`src/sv/ttu_pkg.sv`:
```
// Shared types and constants for the triangle tangent unit.
package ttu_pkg;

    // Field widths of the vertex and tangent words
    localparam int POS_W = 24;
    localparam int TEX_W = 20;
    localparam int TAN_W = 16;

    // Largest tangent component magnitude
    localparam logic [TAN_W-1:0] TAN_MAX = TAN_W'((1 << (TAN_W - 1)) - 1);

    // Sequencer step counts
    localparam int MUL_STEPS  = 8;
    localparam int SQ_STEPS   = 3;
    localparam int SQRT_STEPS = 32;
    localparam int DIV_STEPS  = TAN_W + 1;
    localparam int CNT_W      = 6;

    // Input word: one vertex
    typedef struct packed {
        logic signed [POS_W-1:0] pos_x;
        logic signed [POS_W-1:0] pos_y;
        logic signed [POS_W-1:0] pos_z;
        logic signed [TEX_W-1:0] tex_u;
        logic signed [TEX_W-1:0] tex_v;
    } t_vtx;

    // Output word: one triangle tangent
    typedef struct packed {
        logic signed [TAN_W-1:0] tangent_x;
        logic signed [TAN_W-1:0] tangent_y;
        logic signed [TAN_W-1:0] tangent_z;
        logic                    degenerate;
    } t_res;

    // Commands from the sequencer to the datapath
    typedef struct packed {
        logic       load_vtx;
        logic       vtx_slot;
        logic       load_last;
        logic       diff;
        logic       mul_en;
        logic [2:0] mul_idx;
        logic       mag;
        logic       norm;
        logic       sq_clr;
        logic       sq_en;
        logic [1:0] sq_idx;
        logic       sqrt_step;
        logic       div_init;
        logic       div_step;
        logic       div_store;
        logic [1:0] comp;
        logic       out_load;
    } t_cmd;

    // Status from the datapath to the sequencer
    typedef struct packed {
        logic degen;
        logic norm_done;
        logic out_free;
    } t_sts;

endpackage

```
`src/sv/ttu_ctrl.sv`:
```
// Sequencer: vertex counting and the per-triangle step schedule.
module ttu_ctrl (
    input  logic          i_clk,
    input  logic          i_rst_n,
    input  logic          i_vtx_valid,
    output logic          o_vtx_stall,
    input  ttu_pkg::t_sts i_sts,
    output ttu_pkg::t_cmd o_cmd
);
    import ttu_pkg::*;

    typedef enum logic [10:0] {
        S_IDLE   = 11'b00000000001,
        S_DIFF   = 11'b00000000010,
        S_MUL    = 11'b00000000100,
        S_MAG    = 11'b00000001000,
        S_NORM   = 11'b00000010000,
        S_SQ     = 11'b00000100000,
        S_SQRT   = 11'b00001000000,
        S_DINIT  = 11'b00010000000,
        S_DIV    = 11'b00100000000,
        S_DSTORE = 11'b01000000000,
        S_OUT    = 11'b10000000000
    } t_state;

    t_state           r_state, n_state;
    logic [1:0]       r_slot, n_slot;
    logic [CNT_W-1:0] r_cnt, n_cnt;
    logic [1:0]       r_comp, n_comp;
    logic             accept;

    assign o_vtx_stall = (r_state != S_IDLE);
    assign accept      = i_vtx_valid && (r_state == S_IDLE);

    // Decode state into datapath commands and next state
    always_comb begin
        n_state = r_state;
        n_slot  = r_slot;
        n_cnt   = r_cnt;
        n_comp  = r_comp;
        o_cmd   = '0;
        o_cmd.vtx_slot = r_slot[0];
        o_cmd.mul_idx  = r_cnt[2:0];
        o_cmd.sq_idx   = r_cnt[1:0];
        o_cmd.comp     = r_comp;
        case (r_state)
            S_IDLE: begin
                if (accept) begin
                    if (r_slot != 2'd2) begin
                        o_cmd.load_vtx = 1'b1;
                        n_slot = r_slot + 2'd1;
                    end else begin
                        o_cmd.load_last = 1'b1;
                        n_slot  = 2'd0;
                        n_state = S_DIFF;
                    end
                end
            end
            S_DIFF: begin
                o_cmd.diff = 1'b1;
                n_cnt   = '0;
                n_state = S_MUL;
            end
            S_MUL: begin
                o_cmd.mul_en = (r_cnt < CNT_W'(MUL_STEPS));
                n_cnt = r_cnt + 1'b1;
                if (r_cnt == CNT_W'(MUL_STEPS)) begin
                    n_state = S_MAG;
                end
            end
            S_MAG: begin
                o_cmd.mag = 1'b1;
                n_state = i_sts.degen ? S_OUT : S_NORM;
            end
            S_NORM: begin
                o_cmd.norm = 1'b1;
                n_cnt = '0;
                if (i_sts.norm_done) begin
                    n_state = S_SQ;
                end
            end
            S_SQ: begin
                o_cmd.sq_clr = (r_cnt == '0);
                o_cmd.sq_en  = (r_cnt < CNT_W'(SQ_STEPS));
                n_cnt = r_cnt + 1'b1;
                if (r_cnt == CNT_W'(SQ_STEPS)) begin
                    n_cnt   = '0;
                    n_state = S_SQRT;
                end
            end
            S_SQRT: begin
                o_cmd.sqrt_step = 1'b1;
                n_cnt = r_cnt + 1'b1;
                if (r_cnt == CNT_W'(SQRT_STEPS - 1)) begin
                    n_comp  = '0;
                    n_state = S_DINIT;
                end
            end
            S_DINIT: begin
                o_cmd.div_init = 1'b1;
                n_cnt   = '0;
                n_state = S_DIV;
            end
            S_DIV: begin
                o_cmd.div_step = 1'b1;
                n_cnt = r_cnt + 1'b1;
                if (r_cnt == CNT_W'(DIV_STEPS - 1)) begin
                    n_state = S_DSTORE;
                end
            end
            S_DSTORE: begin
                o_cmd.div_store = 1'b1;
                n_comp = r_comp + 2'd1;
                n_state = (r_comp == 2'd2) ? S_OUT : S_DINIT;
            end
            S_OUT: begin
                if (i_sts.out_free) begin
                    o_cmd.out_load = 1'b1;
                    n_state = S_IDLE;
                end
            end
            default: begin
                n_state = S_IDLE;
            end
        endcase
    end

    // Advance state and counters
    always_ff @(posedge i_clk) begin
        if (!i_rst_n) begin
            r_state <= S_IDLE;
            r_slot  <= '0;
            r_cnt   <= '0;
            r_comp  <= '0;
        end else begin
            r_state <= n_state;
            r_slot  <= n_slot;
            r_cnt   <= n_cnt;
            r_comp  <= n_comp;
        end
    end

`ifndef NO_ASSERTIONS
    a_slot_range: assert property (@(posedge i_clk) disable iff (!i_rst_n)
        r_slot != 2'd3) else $error("vertex slot out of range");
    a_mul_to_mag: assert property (@(posedge i_clk) disable iff (!i_rst_n)
        (r_state == S_MUL && r_cnt == CNT_W'(MUL_STEPS)) |=> r_state == S_MAG)
        else $error("product phase did not end in magnitude step");
    a_degen_skip: assert property (@(posedge i_clk) disable iff (!i_rst_n)
        (r_state == S_MAG && i_sts.degen) |=> r_state == S_OUT)
        else $error("degenerate triangle entered normalization");
    a_out_free: assert property (@(posedge i_clk) disable iff (!i_rst_n)
        o_cmd.out_load |-> i_sts.out_free)
        else $error("result loaded over an untaken word");
`endif

endmodule

```
`config.mk`:
```
export PLATFORM = sky130hd
export DESIGN_NAME = ttu_ctrl
export DESIGN_NICKNAME = d
export VERILOG_FILES = /design/src/sv/ttu_pkg.sv /design/src/sv/ttu_ctrl.sv
export SDC_FILE = /design/constraint.sdc
export NUM_CORES = 1
export LEC_CHECK = 0
export ABC_AREA = 1
export BUFFER_PORTS_ARGS = -buffer_cell sky130_fd_sc_hd__buf_2
export CAP_MARGIN = 20
export CORE_MARGIN = 2
export CORE_UTILIZATION = 40
export CTS_CLUSTER_SIZE = 14
export DETAILED_ROUTE_END_ITERATION = 6
export PLACE_DENSITY_LB_ADDON = 0.15
export SLEW_MARGIN = 10
export SYNTH_ARGS = -nofsm -noshare
export SYNTH_HDL_FRONTEND = slang
export SYNTH_SLANG_ARGS = --single-unit
```
`constraint.sdc`:
```
create_clock -name i_clk -period 1.85 [get_ports i_clk]
set_input_delay 0.0925 -clock i_clk [delete_from_list [all_inputs] [get_ports i_clk]]
set_output_delay 0.0925 -clock i_clk [all_outputs]
set_load 0.005 [all_outputs]
```
==> flow_summary_export.csv, run 1 <==
group,metric,value,unit
cells_and_area,layout.cell_area.non_filler,1680,µm²
synth,mappedNetlistNets,236,
setup_path,endpoint_kind,"output port",
drt,antenna_violating_nets_post_route,0,
timing,slew_headroom,77.4,%
synth,synth_sequential_area_ratio,28.5,%
synth,asyncSetResetFlopFracSynth,0,%
clock_tree,clock_latency,270,ps
global_routing,pin_count_of_the_biggest_net_entering_global_routing,16,
drt,initialDrtViolationCount,39,
drt,drc,0,
drt,total_routed_length,3270,µm
synth,post_synth_inst_count,227,
timing,timing.fmax,587,MHz
synth,yosysWarningCount,0,
floorplan,floorplan.die_area,4190,µm²
floorplan,top_level_ports,28,
clock_tree,count_of_h_tree_levels_built_during_cts,1,
timing,timing_hold_violations_final,0,
drt,detailed_routing_iterations_pass_1,4,
clock_tree,cts.clk_slew.worst_paths,80,ps
global_routing,first_pass_grt_wire_length,5580,µm
clock_tree,cts-root-to-sink-buffers,2,
drt,average_via_count_per_standard_cell,4.56,
timing,finalSetupViolations,0,
setup_path,crit_required,1760,ps
placement,place.detailed.hpwl,2680,µm
setup_path,maximum_fanout_encountered_on_the_critical_timing_path,4,
cells_and_area,layout-drive-gt1-share,25.1,%
setup_path,regToRegSetupSlack,290,ps
cells_and_area,final_net_count,261,
synth,number_of_enable_type_register_cells_in_the_synthesized_netlist,0,
global_routing,antenna_violations_before_repair,0,
floorplan,placeableCoreArea,3610,µm²
cells_and_area,antenna_cells,0,
floorplan,die_width,64.8,µm
global_routing,first_global_vias,1257,
timing,fin_skew,1.43,ps
synth,top_reg_cell_synth,"dfxtp_1",
clock_tree,cts_setup_buffers,0,
setup_path,worstPathArrival,1610,ps
setup_path,regToRegStartpoint,"r_cnt[0]",
timing,finalWorstPathRequiredPeriod,1700,ps
cells_and_area,synthToLayoutAreaGrowth,13.7,%
placement,place_congestion,0.834,
drt,wire_per_inst,10.9,µm
power_and_ir_drop,worst_ir_drop_vdd,426,µV
drt,vias,1362,
clock_tree,clock_root_buffer_master,"clkbuf_8",
min_path,min_delay_worst_endpoint,"r_state[4]",
power_and_ir_drop,power_density,1130,nW/µm²
floorplan,start_util,40.9,%
floorplan,chipHeight,64.8,µm
clock_tree,cts_hold_buf,0,
floorplan,num_rows,22,
timing,slew_violations,0,
synth,yosysUniqueCellTypes,33,
cells_and_area,finalCoreUtilization,46.6,%
min_path,whs_path_depth,3,
timing,layout_worst_path_cycle_share,92.0,%
clock_tree,tritoncts.num_buffers,3,
synth,synth_area,1480,µm²
setup_path,critPathKind,"flop to output port",
setup_path,r2r.worst_path.cells,11,
placement,detailed_place.area,1620,µm²
synth,synth_area_per_cell,6.50,µm²
clock_tree,tritoncts,"yes",
min_path,min_from,"i_sts[2]",
timing,transition_time_at_the_pin_with_the_least_slew_margin,338,ps
power_and_ir_drop,p_leak,0.985,nW
setup_path,start_kind,"flop",
synth,synth-seq-cells,21,
placement,buffer_ports.inserted,27,
job,cap_viol_max_count,0,
global_routing,grt-ovfl-total,0,
clock_tree,tritoncts_num_sinks,21,
global_routing,global_route.usage.total,17.5,%
setup_path,rr_endpoint,"r_state[9]",
run_status,run_status,"finished clean",
min_path,worstHoldPathType,"input port to flop",
## layer usage
| metal | part of all wire [%] | GRT usage, % |
|---|---|---|
| met2 | 45 | 28.4 |
| met4 | 2.0 | 7.18 |
| met3 | 4.2 | 3.13 |
| met5 | 0 | 0 |
| met1 | 48 | 22.7 |
## through the flow
stage          hold slack (ps)  worst slack [ps]  total power, mW  instances  setup TNS (ps)
2_1_floorplan              213               410             1.40        227               0
3_3_place_gp               390               318             1.57        295               0
3_5_place_dp               398               266             1.57        295               0
4_1_cts                    105              88.2             1.90        299               0
5_1_grt                    118             -5.88             2.09        299           -5.88
6_report                   105               147             1.89        299               0
## layout by cell type (no fill, tap or decap), types with 4 or more instances in the layout
master and instances:
nor2_4 4, nand2_1 48, nand3_1 14, dfxtp_1 21, a21oi_1 7, inv_1 40
inv_2 4, buf_2 27, nor3_1 9, nor2_2 8, nor2_1 28, nand2_2 4
o21ai_0 5
## how the worst max path moves through the flow
stage               start          to  cells past startpoint
2_1_floorplan    r_cnt[0]  r_state[1]                     11
3_3_place_gp   r_state[7]    r_cnt[1]                      9
3_5_place_dp     r_cnt[0]  r_state[3]                     11
4_1_cts        r_state[7]   o_cmd[18]                      8
5_1_grt        r_state[2]   o_cmd[18]                      8
6_report       r_state[2]   o_cmd[18]                      8
## synthesized netlist by cell type, types with 2 or more instances
library cell	number	area, µm²
nor2_1	30	113
inv_2	4	15.0
nor2_4	3	33.8
o21ai_0	5	25.0
nand3_2	2	20.0
nand2_2	4	25.0
nand2_4	3	33.8
a21oi_1	7	35.0
nand3_1	14	70.1
ha_1	3	37.5
dfxtp_1	21	420
nor2_2	7	43.8
nand2_1	48	180
nor3_1	9	45.0
buf_4	6	45.0
nand3b_1	3	22.5
inv_1	40	150
o21ai_1	2	10.0
nand3_4	2	35.0
## timing repair
item,CTS,global route
gates resized for setup,0,3
setup endpoints to repair,0,7
hold endpoints to repair,0,0
## sequential cells by signal, indices dropped and copies added, names as in the netlist
signal,cells
r_cnt,6
r_state,11
r_slot,2
r_comp,2
## power by group
group          internal [mW]  total [mW]  switching (mW)  leakage (nW)
sequential             0.530       0.602          0.0722         0.171
combinational          0.364       0.977           0.614         0.789
clock                  0.151       0.315           0.164        0.0255
total                   1.04        1.89           0.850         0.985
## cells by family (layout without fill, tap and decap cells)
group,after synthesis,in the layout,share of synthesized area [%]
XOR/XNOR,1,1,0.593
adder cells (fa/ha/maj),3,3,2.54
AND/OR/NAND/NOR,131,131,45.8
flip-flops,21,21,28.5
AO/OA/AOI/OAI,20,20,8.05
buffers and inverters,51,75,14.5
## final cells by class
| class | instances | area (µm²) |
|---|---|---|
| multi-input combinational | 155 | 852 |
| clock buffer | 3 | 41.3 |
| clock inverter | 1 | 5.00 |
| tap | 48 | 60.1 |
| timing repair buffer | 27 | 135 |
| sequential | 21 | 420 |
| fill | 390 | 1930 |
| inverter | 44 | 165 |
## critical path: stages, from the launching register on
cell and delay (ps):
dfxtp_1 370, nor2_4 150, inv_1 90, nor2_4 150, nand2_2 100, nor2_2 130, inv_1 90, nor3_1 120
buf_2 130
No activity file was read; power rests on OpenSTA's default activity.
==> inputs of run 2 (changes only) <==
Settings changed: CORE_UTILIZATION 40 to 23, GPL_TIMING_DRIVEN from default to 0.
==> run 2 against run 1 <==
Total power up 4.1%. Worst setup slack better by 34 ps. Clock power down 2%. Sequential power up 1%. Global-route usage down 6.5 points. Critical path type unchanged. Largest cell class unchanged. Highest routed layer unchanged.
==> flow_summary_export.csv, run 2 (synthesis results as in run 1) <==
group,metric,value,unit
floorplan,top_level_ports,28,
setup_path,critPathKind,"flop to output port",
timing,timing_hold_violations_final,0,
cells_and_area,fill_cells,704,
timing,finalSetupViolations,0,
setup_path,crit_path_cell_trace,"nor2_4 > inv_1 > nor2_4 > nand2_2 > nor2_2 > inv_1 > nor3_1 > buf_2",
min_path,worstHoldPathType,"input port to flop",
floorplan,start_util,23.5,%
timing,post-route-worst-setup-slack,181,ps
power_and_ir_drop,worst_ir_drop_vdd,403,µV
drt,wire_per_inst,11.3,µm
run_status,run_status,"finished clean",
placement,detailed_place.area,1710,µm²
floorplan,num_rows,29,
setup_path,start_kind,"flop",
clock_tree,clock_latency,260,ps
global_routing,antenna_violations_before_repair,0,
setup_path,worstPathArrival,1580,ps
setup_path,cp_peak_stage_delay,360,ps
clock_tree,clock_root_buffer_master,"clkbuf_8",
placement,dp_worst_setup_slack,109,ps
setup_path,crit_path_top_delay_cell,"dfxtp_1",
setup_path,crit_required,1760,ps
timing,transition_time_at_the_pin_with_the_least_slew_margin,500,ps
cells_and_area,layout.cell_area.non_filler,1770,µm²
power_and_ir_drop,p_leak,1.01,nW
power_and_ir_drop,p_int,1.10,mW
cells_and_area,final_net_count,268,
timing,hold_slack,124,ps
cells_and_area,reg.largest.list,"r_state (11), r_cnt (6)",
global_routing,global_route.usage.total,11.0,%
power_and_ir_drop,clockPowerShare,15.7,%
clock_tree,tritoncts,"yes",
clock_tree,cts_setup_buffers,0,
timing,slew_violations,0,
floorplan,die_width,84.1,µm
global_routing,grt-ovfl-total,0,
drt,drc,0,
timing,finalWorstPathRequiredPeriod,1670,ps
cells_and_area,layout-drive-gt1-share,27.1,%
power_and_ir_drop,share_comb_of_total_power,53.5,%
clock_tree,cts-root-to-sink-buffers,2,
drt,vias,1382,
drt,initialDrtViolationCount,66,
placement,place_congestion,0.782,
power_and_ir_drop,power_switching,0.875,mW
power_and_ir_drop,sw_frac_of_total,44.3,%
floorplan,chipHeight,84.1,µm
cells_and_area,layout_commonest_cell,"nand2_1",
timing,slew_headroom,66.7,%
timing,fin_skew,4.62,ps
clock_tree,tritoncts_num_sinks,21,
clock_tree,cts.clk_slew.worst_paths,80,ps
power_and_ir_drop,power.share.sequential,30.8,%
floorplan,placeableCoreArea,6280,µm²
drt,antenna_violating_nets_post_route,0,
cells_and_area,antenna_cells,0,
global_routing,pin_count_of_the_biggest_net_entering_global_routing,12,
floorplan,floorplan.die_area,7080,µm²
timing,timing.fmax,599,MHz
setup_path,maximum_fanout_encountered_on_the_critical_timing_path,4,
setup_path,endpoint_kind,"output port",
cells_and_area,synthToLayoutAreaGrowth,19.7,%
power_and_ir_drop,power_density,1120,nW/µm²
clock_tree,tritoncts.num_buffers,3,
timing,layout_worst_path_cycle_share,90.2,%
cells_and_area,largest_reg_flops,11,
clock_tree,count_of_h_tree_levels_built_during_cts,1,
cells_and_area,layout_common_cells,"nand2_1 (48), inv_1 (40), nor2_1 (28), buf_2 (27), dfxtp_1 (20)",
setup_path,cp.buffers_inverters,3,
placement,buffer_ports.inserted,27,
drt,detailed_routing_iterations_pass_1,4,
global_routing,first_pass_grt_wire_length,6230,µm
timing,setup_tns,0,ps
global_routing,first_global_vias,1325,
timing,rsz0062_at_grt,"no",
job,cap_viol_max_count,0,
setup_path,crit_family,"simple AND/OR/NAND/NOR gates",
drt,total_routed_length,3770,µm
cells_and_area,largest_register,"r_state",
drt,average_via_count_per_standard_cell,4.13,
placement,place.detailed.hpwl,3080,µm
[run 2: cell types whose count changed in the layout (fill, tap and decap cells not counted)]
cell,previous run,this run
buf_4,0,6
clkbuf_1,0,2
clkinv_2,1,0
dfxtp_1,21,20
dfxtp_2,0,1
ha_1,3,2
ha_2,0,1
[run 2: path summary, 6_finish.rpt]
kind | depth (start not counted) | from | to | slack, ps
max | 8 | r_state[2] | o_cmd[18] | 180
min reg2reg | 2 | r_comp[1] | r_comp[1] | 490
min | 3 | i_rst_n | r_state[2] | 120
max reg2reg | 11 | r_cnt[1] | r_state[7] | 200
[run 2: what timing repair did]
action	CTS	global route
resized for setup	0	5
hold buffers	0	0
setup endpoints to repair	0	9
[run 2: power by group through the flow]
stage                     logic [mW]  registers (mW)  clock network, mW
after floorplan                0.796           0.603                  0
after global placement          1.05           0.617                  0
after detailed placement        1.04           0.617                  0
after CTS                       1.05           0.607              0.334
after global routing            1.20           0.620              0.344
final                           1.06           0.608              0.309
[run 2: area by class of cell]
class / count / area [µm²] / area share (%)
multi-input cells: 155 / 855 / 48.4
flip-flops and latches: 21 / 422 / 23.9
inverters: 44 / 165 / 9.35
repair buffers: 27 / 135 / 7.65
well taps: 77 / 96.3 / 5.45
plain buffers: 7 / 48.8 / 2.76
clock buffers: 4 / 45.0 / 2.55
[run 2: worst reg2reg max path: stages (launching register included)]
cell and delay, ps:
dfxtp_1 380, ha_2 220, nand2_1 70, nor2_2 140, nand2_1 70, nand3_1 110, nand2_1 80, nor2_2 150
nand2_4 100, inv_2 110, nand3_1 70, inv_1 100
[run 2: through the flow]
stage	power, mW	util, %	cells
final	1.97	28.1	335
after CTS	1.99	27.9	335
after floorplan	1.40	-	227
after global routing	2.16	28.1	335
after global placement	1.67	27.2	331
after detailed placement	1.66	27.2	331
[run 2: layer usage]
layer / GRT usage [%] / vias to the layer above / wire [µm]
li1: - / 754 / -
met1: 15.2 / 604 / 1810
met2: 17.5 / 22 / 1740
met3: 1.48 / 2 / 184
met4: 3.96 / 0 / 34
met5: 0 / - / 0
==> inputs of run 3 (changes only) <==
Settings changed: RECOVER_POWER from default to 25.
==> run 3 against run 2 <==
Sequential share of layout area increased by 0.051 points. Combinational power about the same. Critical endpoint unchanged. Clock-buffer cell count unchanged. Utilization decreased by 0.060 points. Cell area decreased by 0.21%. Largest power group unchanged. Highest routed layer unchanged. Clock skew about the same. Clock power about the same.
==> flow_summary_export.csv, run 3 (synthesis results as in run 1) <==
group,metric,value,unit
run_status,run_status,"finished clean",
clock_tree,tritoncts_num_sinks,21,
cells_and_area,reg.largest.list,"r_state (11), r_cnt (6)",
clock_tree,cts_hold_buf,0,
drt,wire_per_inst,11.3,µm
setup_path,maximum_fanout_encountered_on_the_critical_timing_path,4,
min_path,worstHoldPathType,"input port to flop",
global_routing,first_global_vias,1325,
cells_and_area,final_net_count,268,
min_path,whs_path_depth,3,
placement,place.detailed.hpwl,3080,µm
timing,finalSetupViolations,0,
timing,slew_headroom,65.9,%
clock_tree,tritoncts.num_buffers,3,
job,cap_viol_max_count,0,
drt,detailed_routing_iterations_pass_1,4,
global_routing,antenna_violations_before_repair,0,
drt,antenna_violating_nets_post_route,0,
clock_tree,clock_root_buffer_master,"clkbuf_8",
timing,slew_violations,0,
global_routing,first_pass_grt_wire_length,6230,µm
power_and_ir_drop,p_leak,1.01,nW
drt,vias,1381,
cells_and_area,antenna_cells,0,
cells_and_area,largest_reg_flops,11,
cells_and_area,layout_commonest_cell,"nand2_1",
timing,setup_tns,0,ps
cells_and_area,layout_common_cells,"nand2_1 (48), inv_1 (40), nor2_1 (28), buf_2 (27), dfxtp_1 (20)",
setup_path,r2r.worst_path.cells,10,
drt,initialDrtViolationCount,71,
floorplan,die_width,84.1,µm
timing,finalWorstPathRequiredPeriod,1670,ps
power_and_ir_drop,power_density,1110,nW/µm²
floorplan,num_rows,29,
placement,buffer_ports.inserted,27,
clock_tree,cts-resized-gates,0,
clock_tree,cts_setup_buffers,0,
timing,timing.fmax,599,MHz
setup_path,worstPathArrival,1580,ps
clock_tree,cts.clk_slew.worst_paths,80,ps
floorplan,start_util,23.5,%
clock_tree,tritoncts,"yes",
timing,transition_time_at_the_pin_with_the_least_slew_margin,512,ps
placement,detailed_place.area,1710,µm²
floorplan,floorplan.die_area,7080,µm²
timing,fin_skew,4.60,ps
clock_tree,cts-root-to-sink-buffers,2,
setup_path,endpoint_kind,"output port",
global_routing,global_route.usage.total,11.0,%
floorplan,chipHeight,84.1,µm
floorplan,top_level_ports,28,
floorplan,placeableCoreArea,6280,µm²
power_and_ir_drop,p_total,1.97,mW
drt,total_routed_length,3780,µm
clock_tree,clock_latency,260,ps
setup_path,start_kind,"flop",
timing,rsz0062_at_grt,"no",
setup_path,critPathKind,"flop to output port",
drt,average_via_count_per_standard_cell,4.12,
drt,drc,0,
cells_and_area,layout.cell_area.non_filler,1760,µm²
cells_and_area,largest_register,"r_state",
cells_and_area,fill_cells,706,
placement,place_congestion,0.782,
global_routing,grt-ovfl-total,0,
cells_and_area,layout-drive-gt1-share,26.7,%
timing,timing_hold_violations_final,0,
power_and_ir_drop,worst_ir_drop_vdd,400,µV
cells_and_area,finalCoreUtilization,28.1,%
setup_path,crit_required,1760,ps
clock_tree,count_of_h_tree_levels_built_during_cts,1,
cells_and_area,synthToLayoutAreaGrowth,19.4,%
global_routing,pin_count_of_the_biggest_net_entering_global_routing,12,
timing,layout_worst_path_cycle_share,90.2,%
## run 3: through the flow
step | cells | hold slack (ps) | setup slack, ps
6_report | 335 | 121 | 182
5_1_grt | 335 | 132 | 13.0
4_1_cts | 335 | 118 | 68.8
3_5_place_dp | 331 | 408 | 109
3_3_place_gp | 331 | 395 | 85.6
2_1_floorplan | 227 | 213 | 410
## run 3: worst paths after layout
kind / start / endpoint / slack, ps
hold reg to reg: r_comp[1] / r_comp[1] / 490
hold / removal: i_rst_n / r_state[2] / 120
setup / recovery: r_state[2] / o_cmd[18] / 180
setup reg to reg: r_state[2] / r_state[0] / 190
## run 3: final cells by class
| cell class | instances | area (µm²) | area share (%) |
|---|---|---|---|
| Buffer | 7 | 48.8 | 2.77 |
| Clock buffer | 4 | 45.0 | 2.56 |
| Inverter | 44 | 165 | 9.37 |
| Multi-Input combinational cell | 155 | 851 | 48.3 |
| Sequential cell | 21 | 422 | 23.9 |
| Tap cell | 77 | 96.3 | 5.46 |
| Timing Repair Buffer | 27 | 135 | 7.67 |
## run 3: layer usage
metal | share of wire (%) | wire length, µm | global-route usage (%)
met1 | 48 | 1830 | 15.2
met2 | 46 | 1740 | 17.5
met3 | 4.7 | 177 | 1.48
met4 | 0.90 | 34 | 3.96
met5 | 0 | 0 | 0
## run 3: critical path, cell delays in order, from the launching register on
cell and delay [ps]:
dfxtp_1 360, nor2_4 150, inv_1 80, nor2_4 150
nand2_2 100, nor2_2 130, inv_1 90, nor3_1 120
buf_2 130
## run 3: power breakdown
group	total (mW)	leakage, nW	switching [mW]	internal (mW)
Sequential	0.607	0.171	0.0750	0.532
Clock	0.309	0.0228	0.156	0.154
Combinational	1.05	0.817	0.640	0.409
Total	1.97	1.01	0.871	1.09
